**src/rtl/core/mdps_pkg.sv**
```systemverilog
// Package for the moon disk pixel shader: sizes, fixed-point constants,
// register codes, stage structs and shared helper functions.
// No dependencies.
package mdps_pkg;

    localparam int TEX_SIZE    = 64;
    localparam int MAX_RADIUS  = 255;
    localparam int TEX_HALF    = TEX_SIZE / 2;
    localparam int TEX_R       = TEX_HALF - 1;
    localparam int QW          = $clog2(TEX_HALF);
    localparam int NW          = 9 + QW;
    localparam int TXW         = QW + 2;
    localparam int IW          = 2 * QW + 4;
    localparam int STORE_DEPTH = 4096;
    localparam int AW          = 12;

    localparam logic [12:0] SHADE_UNLIT     = 13'd287;
    localparam logic [12:0] SHADE_RAMP_LOW  = 13'd3768;
    localparam logic [12:0] SHADE_FULL      = 13'd4096;
    localparam logic [12:0] SHADE_FULL_AT   = 13'd4055;
    localparam int          SHADE_RAMP_SPAN = 328;
    localparam int          EDGE_Q4         = 20;
    localparam logic [24:0] BLEND_BASE      = 25'd1175552;
    localparam logic [11:0] BLEND_GAIN      = 12'd3809;
    localparam logic [11:0] RAMP_RECIP      = 12'd3277;
    localparam int          RAMP_RECIP_SH   = 17;

    typedef enum logic [2:0] {
        CFG_RADIUS   = 3'd0,
        CFG_ILLUM    = 3'd1,
        CFG_WAXING   = 3'd2,
        CFG_CENTER_X = 3'd3,
        CFG_CENTER_Y = 3'd4
    } cfg_idx_t;

    typedef struct packed {
        logic [7:0]  radius;
        logic [12:0] illum;
        logic        waxing;
        logic [9:0]  center_x;
        logic [9:0]  center_y;
    } cfg_t;

    typedef struct packed {
        logic              valid;
        logic              pixel;
        logic [AW-1:0]     tex_addr;
        logic [7:0]        tex_value;
        logic signed [8:0] dx;
        logic signed [8:0] dy;
    } in_item_t;

    typedef struct packed {
        logic               valid;
        logic               pixel;
        logic [AW-1:0]      tex_addr;
        logic [7:0]         tex_value;
        logic               in_disk;
        logic               neg_x;
        logic               neg_y;
        logic [QW-1:0]      qx;
        logic [QW-1:0]      qy;
        logic               lit;
        logic signed [15:0] term_dist;
        logic signed [11:0] sx;
        logic signed [11:0] sy;
    } geom_t;

    function automatic logic [QW-1:0] div_q(input logic [NW-1:0] num, input logic [7:0] den);
        logic [NW-1:0]    rem;
        logic [NW+QW-1:0] sh;
        logic [QW-1:0]    q;
        rem = num;
        q   = '0;
        for (int k = QW - 1; k >= 0; k--) begin
            sh = (NW+QW)'(den) << k;
            if ((NW+QW)'(rem) >= sh) begin
                rem  = NW'((NW+QW)'(rem) - sh);
                q[k] = 1'b1;
            end
        end
        return q;
    endfunction

    // divide the ramp product by 2 * EDGE_Q4 through a reciprocal multiply
    function automatic logic [12:0] ramp_shade(input logic [5:0] step);
        logic [15:0] prod;
        logic [27:0] scaled;
        prod   = 16'(SHADE_RAMP_SPAN * int'(step));
        scaled = 28'(prod) * 28'(RAMP_RECIP);
        return 13'(SHADE_RAMP_LOW + 13'(scaled >> RAMP_RECIP_SH));
    endfunction

endpackage

```
**src/rtl/core/mdps_geom.sv**
```systemverilog
// Disk geometry stages: squares and products, then disk test, texel
// quotients and terminator distance. Depends on mdps_pkg.
module mdps_geom (
    input  logic              aclk,
    input  logic              aresetn,
    input  logic              adv,
    input  mdps_pkg::cfg_t    cfg,
    input  mdps_pkg::in_item_t in_item,
    output mdps_pkg::geom_t   geom
);
    import mdps_pkg::*;

    in_item_t s1_reg;
    logic [7:0]  r_sat;
    logic [12:0] il_sat;

    logic [NW-1:0]      nx_next, ny_next, nx_reg, ny_reg;
    logic [17:0]        sumsq_next, sumsq_reg;
    logic [15:0]        rr_next, rr_reg;
    logic signed [23:0] t12_next, t12_reg;
    logic signed [11:0] sx_next, sy_next, sx_reg, sy_reg;
    logic               mir_next, mir_reg;
    logic               v2_reg, pix2_reg;
    logic [AW-1:0]      addr2_reg;
    logic [7:0]         val2_reg, r2_reg;
    logic signed [8:0]  dx2_reg;
    logic               negx2_reg, negy2_reg;
    geom_t              geom_next, geom_reg;

    logic [8:0]         adx, ady;
    logic signed [13:0] tfac;
    logic signed [23:0] x12;
    logic signed [15:0] t4, dx16;

    assign r_sat  = (int'(cfg.radius) > MAX_RADIUS) ? 8'(MAX_RADIUS) : cfg.radius;
    assign il_sat = (cfg.illum > 13'd4096) ? 13'd4096 : cfg.illum;

    always_ff @(posedge aclk) begin
        if (!aresetn) begin
            s1_reg.valid <= 1'b0;
        end else if (adv) begin
            s1_reg <= in_item;
        end
    end

    always_comb begin
        adx        = s1_reg.dx[8] ? 9'(-s1_reg.dx) : 9'(s1_reg.dx);
        ady        = s1_reg.dy[8] ? 9'(-s1_reg.dy) : 9'(s1_reg.dy);
        nx_next    = NW'(adx * TEX_R);
        ny_next    = NW'(ady * TEX_R);
        sumsq_next = 18'(adx * adx) + 18'(ady * ady);
        rr_next    = 16'(r_sat * r_sat);
        tfac       = 14'sd4096 - signed'({il_sat, 1'b0});
        t12_next   = 24'(tfac * signed'({1'b0, r_sat}));
        sx_next    = signed'({2'b00, cfg.center_x}) + 12'(s1_reg.dx);
        sy_next    = signed'({2'b00, cfg.center_y}) + 12'(s1_reg.dy);
        mir_next   = !cfg.waxing && (il_sat <= 13'd2048);
    end

    always_ff @(posedge aclk) begin
        if (!aresetn) begin
            v2_reg <= 1'b0;
        end else if (adv) begin
            v2_reg <= s1_reg.valid;
        end
    end

    always_ff @(posedge aclk) begin
        if (adv) begin
            pix2_reg  <= s1_reg.pixel;
            addr2_reg <= s1_reg.tex_addr;
            val2_reg  <= s1_reg.tex_value;
            r2_reg    <= r_sat;
            dx2_reg   <= s1_reg.dx;
            negx2_reg <= s1_reg.dx[8];
            negy2_reg <= s1_reg.dy[8];
            nx_reg    <= nx_next;
            ny_reg    <= ny_next;
            sumsq_reg <= sumsq_next;
            rr_reg    <= rr_next;
            t12_reg   <= t12_next;
            sx_reg    <= sx_next;
            sy_reg    <= sy_next;
            mir_reg   <= mir_next;
        end
    end

    always_comb begin
        x12  = 24'(dx2_reg) <<< 12;
        t4   = 16'(t12_reg >>> 8);
        dx16 = 16'(dx2_reg) <<< 4;
        geom_next.valid     = v2_reg;
        geom_next.pixel     = pix2_reg;
        geom_next.tex_addr  = addr2_reg;
        geom_next.tex_value = val2_reg;
        geom_next.in_disk   = (r2_reg != 8'd0) && (sumsq_reg <= 18'(rr_reg));
        geom_next.neg_x     = negx2_reg;
        geom_next.neg_y     = negy2_reg;
        geom_next.qx        = div_q(nx_reg, r2_reg);
        geom_next.qy        = div_q(ny_reg, r2_reg);
        geom_next.lit       = mir_reg ? (x12 < -t12_reg) : (x12 > t12_reg);
        geom_next.term_dist = mir_reg ? (-t4 - dx16) : (dx16 - t4);
        geom_next.sx        = sx_reg;
        geom_next.sy        = sy_reg;
    end

    always_ff @(posedge aclk) begin
        if (!aresetn) begin
            geom_reg.valid <= 1'b0;
        end else if (adv) begin
            geom_reg <= geom_next;
        end
    end

    assign geom = geom_reg;

endmodule

```
**config.mk**
```make
export PLATFORM = sky130hd
export DESIGN_NAME = mdps_geom
export DESIGN_NICKNAME = d
export VERILOG_FILES = /design/src/rtl/core/mdps_pkg.sv /design/src/rtl/core/mdps_geom.sv
export SDC_FILE = /design/constraint.sdc
export NUM_CORES = 1
export LEC_CHECK = 0
export BUFFER_PORTS_ARGS = -buffer_cell sky130_fd_sc_hd__buf_2
export CAP_MARGIN = 40
export CORE_UTILIZATION = 40
export CTS_CLUSTER_DIAMETER = 200
export DETAILED_ROUTE_END_ITERATION = 10
export HOLD_SLACK_MARGIN = 0.1
export SKIP_LAST_GASP = 1
export SLEW_MARGIN = 40
export SYNTH_ARGS = -nofsm -noshare
export SYNTH_HDL_FRONTEND = slang
export SYNTH_SLANG_ARGS = --single-unit
```
**constraint.sdc**
```tcl
create_clock -name aclk -period 13.5 [get_ports aclk]
set_input_delay 1.35 -clock aclk [delete_from_list [all_inputs] [get_ports aclk]]
set_output_delay 1.35 -clock aclk [all_outputs]
set_load 0.05 [all_outputs]
```
==> impl_metrics.env, run 1 <==
export IMPL_status="finished, final reports clean"
export IMPL_end_kind="register"
export IMPL_r2r_end="geom[41]"
export IMPL_fin_nets=3587
export IMPL_ant_nets=0
export IMPL_required_ns=13.81
export IMPL_drt_initial_drc_count=742
export IMPL_cp_slowest_stage_delay_ns=0.60
export IMPL_grt_max_degree=61
export IMPL_tightest_slew_ns=0.8274
export IMPL_cts_buffers=30
export IMPL_hp_class="register to register"
export IMPL_arrival_ns=12.52
export IMPL_critPathKind="register to register"
export IMPL_hold_end="addr2_reg[2]"
export IMPL_syn_to_final_growth_pct=10.71
export IMPL_path_max_fanout=19
export IMPL_ys_ff_latch=262
export IMPL_chipHeight_um=265.0
export IMPL_dpl_hpwl_um=49940
export IMPL_hold_start="s1_reg[28]"
export IMPL_reg2reg_depth=52
export IMPL_dieArea_mm2=0.07022
export IMPL_r2r_start="r2_reg[2]"
export IMPL_crit_top_cell="a21oi_1"
export IMPL_cts_hold_buf=0
export IMPL_min_period_ns=12.21
export IMPL_grt_ovfl_total=0
export IMPL_regToRegSetupSlack_ns=1.29
export IMPL_diodes=0
export IMPL_max_slew_margin_pct=44.84
export IMPL_synth_flop_cell="edfxtp_1"
export IMPL_core_area_mm2=0.06847
export IMPL_ys_async_sr_fraction_pct=0
export IMPL_drive_gt1_share_pct=10.14
export IMPL_synth_yosys_seq_area_share_pct=28.33
export IMPL_portBuffers=160
export IMPL_gp_congestion=0.8507
export IMPL_fin_skew_ns=0.05117
export IMPL_cts_sinks=262
export IMPL_via_per_inst=5.074
export IMPL_clock_latency_ns=0.60
export IMPL_grt_pass1_vias=20250
export IMPL_wirelength_um=61770
export IMPL_start_util_pct=40.41
export IMPL_cts_tree="done"
export IMPL_via_count=19240
export IMPL_postPlaceCellArea_mm2=0.02965
export IMPL_io_pins=161
export IMPL_n_fill_cell=6425
export IMPL_root_buffer="clkbuf_16"
export IMPL_finalSetupViolCount=0
export IMPL_whs_path_depth=0
export IMPL_cp_start_kind="register"
export IMPL_cap_violations=0
export IMPL_layout_common_cells="inv_1 (470), ha_1 (356), fa_1 (259), edfxtp_1 (259), nor2_1 (183)"
export IMPL_route_detailed_drc=0
export IMPL_routedWlPerCell_um=16.29
export IMPL_final_common_cell="inv_1"
export IMPL_synth_edf_count=259
export IMPL_hold_viol=0
export IMPL_finalInstanceArea_mm2=0.03063
export IMPL_first_pass_iters=5
export IMPL_largest_register_ffs=76
export IMPL_die_w_um=265.0
export IMPL_finalMaxSlewViolations=0
export IMPL_post_route_period_util_pct=90.48
export IMPL_ys_types=87
export IMPL_fmax_mhz=81.87
export IMPL_syn_avg_cell_area_um2=10.25
export IMPL_grt_pass1_wl_um=102700
export IMPL_setup_tns_ns=0
export IMPL_cts_path_max_buffers=3
export IMPL_antenna_found_initial=1
export IMPL_htreeDepth=1
export IMPL_rsz0062_at_grt="false"
export IMPL_clkSlewWorstSetupHoldPaths_ns=0.06
export IMPL_yosysWarnings=0
export IMPL_rows=96
export IMPL_crit_path_top_delay_cell="or3b_1"
export IMPL_synth_cell_area_mm2=0.02767
export IMPL_track_usage_pct=18.04
export IMPL_syn_inst=2698
[worst max-delay path, delay by kind of cell (launching register included)]
family / cells / cell delay, ns
AO/OA/AOI/OAI: 23 / 4.23
adder cells (fa/ha/maj): 5 / 1.90
buffers and inverters: 3 / 0.78
flip-flops: 1 / 0.41
multiplexers: 2 / 0.58
AND/OR/NAND/NOR: 19 / 4.06
[worst max path at each step]
stage	endpoint	startpoint	depth (start not counted)	slack [ns]
3_5_place_dp	geom[41]	rr_reg[0]	53	0.94
4_1_cts	geom[41]	rr_reg[0]	53	0.88
6_report	geom[41]	r2_reg[2]	52	1.29
3_3_place_gp	geom[41]	r2_reg[1]	53	1.14
2_1_floorplan	geom[41]	r2_reg[1]	54	1.66
5_1_grt	geom[41]	r2_reg[2]	52	0.25
[per-stage QoR]
stage	util, %	setup slack, ns	hold WS (ns)	std cells
finish	44.73	1.286	0.4080	3792
global route	44.73	0.2483	0.4160	3792
CTS	44.69	0.8759	0.4160	3790
detailed placement	43.30	0.9404	0.4045	3735
global placement	43.24	1.137	0.4006	3734
floorplan	-	1.658	0.4003	2708
[final cells by class]
cell class | instances | area [um^2] | area share (%)
Multi-Input combinational cell | 1941 | 18000 | 58.77
Clock inverter | 20 | 181.4 | 0.5924
Sequential cell | 262 | 7838 | 25.59
Clock buffer | 35 | 769.5 | 2.512
Inverter | 472 | 1775 | 5.797
Tap cell | 882 | 1104 | 3.603
Timing Repair Buffer | 180 | 960.9 | 3.138
[per-layer routing]
metal / part of all wire (%) / up-vias / GRT usage (%)
met5: 0 / - / 0
met4: 2.2 / 0 / 4.687
met3: 2.9 / 76 / 1.542
met2: 53 / 297 / 33.67
met1: 42 / 9449 / 22.15
li1: - / 9419 / -
[cell families (layout without fill, tap and decap cells)]
kind of cell | Yosys count | after routing | share of synthesized area [%]
and+or+nand+nor | 621 | 621 | 11.21
muxes | 52 | 52 | 2.162
AOI/OAI and AO/OA | 448 | 448 | 10.42
buffers and inverters | 505 | 707 | 6.906
DFF | 262 | 262 | 28.33
other | 2 | 12 | 0.02715
xor gates and xnor gates | 193 | 193 | 6.110
adders and majority gates | 615 | 615 | 34.84
[Yosys cell counts (4+ instances only)]
cell type  number  area (um^2)
mux2_1          7        78.83
mux2i_1        15        150.1
or3_1          11        68.82
a2111oi_0       4        35.03
xor2_1         56        490.5
a31oi_1         5        31.28
nand4_1        17        106.4
ha_1          356         4454
and3_1          8        50.05
nor4_1         15        93.84
a211oi_1       12        90.09
nand3_1        20        100.1
edfxtp_1      259         7777
a21o_1         42        315.3
o21ai_1         4        20.02
or2_2           5        31.28
or4_1           5        37.54
xnor2_1       137         1200
o41ai_1         4        35.03
mux2_2         21        236.5
mux2_4          7        105.1
nor2_1        183        686.9
o31ai_1        13        97.59
a21boi_0       11        82.58
o21bai_1       37        277.8
o21ai_0        82        410.4
nor3_1         40        200.2
o211ai_1        8        60.06
fa_1          259         5185
inv_1         472         1772
a21oi_1       158        790.8
nand2_1       150        563.0
clkbuf_1       29        108.9
nand4b_1        4        35.03
nor2b_1        36        225.2
o21a_1         25        187.7
nand2b_1       27        168.9
and2_1         75        469.2
[repair_timing]
action	4_1_cts	5_1_grt
setup endpoints to repair	0	1
gates resized for setup	0	3
setup buffers	0	2
Power of run 1 is left out: the tool's default activity adds up to more than one toggle a clock period on the data nets, which glitch-free logic cannot reach.
==> run 2: changes to the inputs <==
- BUFFER_PORTS_ARGS: -buffer_cell sky130_fd_sc_hd__buf_2 -> not set
- CORE_MARGIN: not set -> 4
- DONT_BUFFER_PORTS: not set -> 1
- RECOVER_POWER: not set -> 25
==> run 2 against run 1 <==
Via count decreased by 3.1%; fmax fell by 1.4%; design area fell by 2.0%; largest cell class unchanged; highest routed layer unchanged.
==> impl_metrics.env, run 2 (synthesis results as in run 1) <==
export IMPL_cts_buffers=30
export IMPL_n_fill_cell=6459
export IMPL_cp_start_kind="register"
export IMPL_syn_to_final_growth_pct=8.525
export IMPL_dieArea_mm2=0.07344
export IMPL_route_detailed_drc=0
export IMPL_routedWlPerCell_um=16.70
export IMPL_io_pins=161
export IMPL_core_area_mm2=0.06859
export IMPL_setup_slack_ns=1.110
export IMPL_die_w_um=271.0
export IMPL_setup_tns_ns=0
export IMPL_final_common_cell="inv_1"
export IMPL_portBuffers=0
export IMPL_gp_congestion=0.8586
export IMPL_place_ws_ns=1.127
export IMPL_clkSlewWorstSetupHoldPaths_ns=0.06
export IMPL_antenna_found_initial=0
export IMPL_required_ns=13.80
export IMPL_use_met1_pct=20.21
export IMPL_finalSetupViolCount=0
export IMPL_critPathKind="register to register"
export IMPL_hp_class="register to register"
export IMPL_crit_path_start="r2_reg[2]"
export IMPL_grt_pass1_wl_um=101700
export IMPL_rows=96
export IMPL_via_per_inst=5.057
export IMPL_cap_violations=0
export IMPL_clock_latency_ns=0.61
export IMPL_cp_slowest_stage_delay_ns=0.59
export IMPL_post_route_period_util_pct=91.78
export IMPL_grt_max_degree=150
export IMPL_hold_worst_slack_ns=0.4086
export IMPL_rsz0062_at_grt="false"
export IMPL_hold_start="addr2_reg[1]"
export IMPL_postPlaceCellArea_mm2=0.02892
export IMPL_fin_nets=3431
export IMPL_layout_common_cells="inv_1 (471), ha_1 (356), fa_1 (259), edfxtp_1 (259), nor2_1 (183)"
export IMPL_crit_path_top_delay_cell="or3_1"
export IMPL_cts_hold_buf=0
export IMPL_post_cts_buffers=0
export IMPL_path_max_fanout=19
export IMPL_chipHeight_um=271.0
export IMPL_largest_register_ffs=76
export IMPL_crit_top_cell="a21oi_1"
export IMPL_fin_skew_ns=0.04759
export IMPL_cts_path_max_buffers=3
export IMPL_min_period_ns=12.39
export IMPL_status="finished, final reports clean"
export IMPL_drive_gt1_share_pct=5.154
export IMPL_wirelength_um=61560
export IMPL_busiest_layer="met2"
export IMPL_regToRegSetupSlack_ns=1.11
export IMPL_reg2reg_depth=53
export IMPL_max_slew_margin_pct=41.58
export IMPL_post_cts_resized=0
export IMPL_htreeDepth=1
export IMPL_via_count=18640
export IMPL_grtUsageMet2_pct=32.31
export IMPL_drt_initial_drc_count=874
export IMPL_hold_viol=0
export IMPL_tightest_slew_ns=0.8764
export IMPL_grt_ovfl_total=0
export IMPL_arrival_ns=12.69
export IMPL_diodes=0
export IMPL_cts_tree="done"
export IMPL_whs_path_depth=0
export IMPL_root_buffer="clkbuf_16"
export IMPL_finalInstanceArea_mm2=0.03002
export IMPL_fmax_mhz=80.71
export IMPL_gr_usage_met3_pct=1.951
export IMPL_start_util_pct=40.34
export IMPL_r2r_end="geom[41]"
export IMPL_r2r_start="r2_reg[2]"
export IMPL_finalMaxSlewViolations=0
export IMPL_first_pass_iters=5
export IMPL_ant_nets=0
export IMPL_hold_end="geom[63]"
export IMPL_track_usage_pct=16.84
export IMPL_grt_pass1_vias=19700
export IMPL_end_kind="register"
export IMPL_dpl_hpwl_um=49430
export IMPL_cts_sinks=262
==> run 2: changes by cell type in the layout (fill, tap and decap cells not counted), sizes merged <==
cell and delta:
clkinv -5, bufinv +3, clkbuf +4, buf -158, inv +1
==> run 2: worst max-delay path by stage <==
stage               end  slack, ns  depth (start not counted)
5_1_grt        geom[41]       0.04                         53
3_3_place_gp   geom[41]       1.34                         52
4_1_cts        geom[41]       1.06                         52
2_1_floorplan  geom[41]       1.66                         54
3_5_place_dp   geom[41]       1.13                         52
6_report       geom[41]       1.11                         53
==> run 2: layout make-up <==
class / instances / area (um^2) / share of cell area [%]
clock inverter: 19 / 264.0 / 0.8793
clock buffer: 37 / 817.0 / 2.721
timing repair buffer: 24 / 188.9 / 0.6293
sequential: 262 / 7838 / 26.10
multi-input combinational: 1941 / 17980 / 59.87
tap: 931 / 1165 / 3.880
inverter: 472 / 1775 / 5.913
==> run 2: per-stage QoR <==
stage / util [%] / std cells
2_1_floorplan: - / 2708
3_3_place_gp: 42.13 / 3628
3_5_place_dp: 42.16 / 3628
4_1_cts: 43.74 / 3684
5_1_grt: 43.78 / 3686
6_report: 43.78 / 3686
==> run 2: worst max-delay path: cells and delay by family, from the launching register on <==
kind | cells | cell delay [ns]
flip-flops | 1 | 0.42
buffers and inverters | 3 | 0.82
adder cells (fa/ha/maj) | 5 | 1.91
AO/OA/AOI/OAI | 24 | 4.82
multiplexers | 1 | 0.19
AND/OR/NAND/NOR | 20 | 3.92
==> run 2: layer usage <==
layer / up-vias / share of wire (%)
li1: 9118 / -
met2: 283 / 54
met5: - / 0
met3: 75 / 3.0
met1: 9164 / 41
met4: 0 / 2.0
Power of run 2 is left out for the same reason.
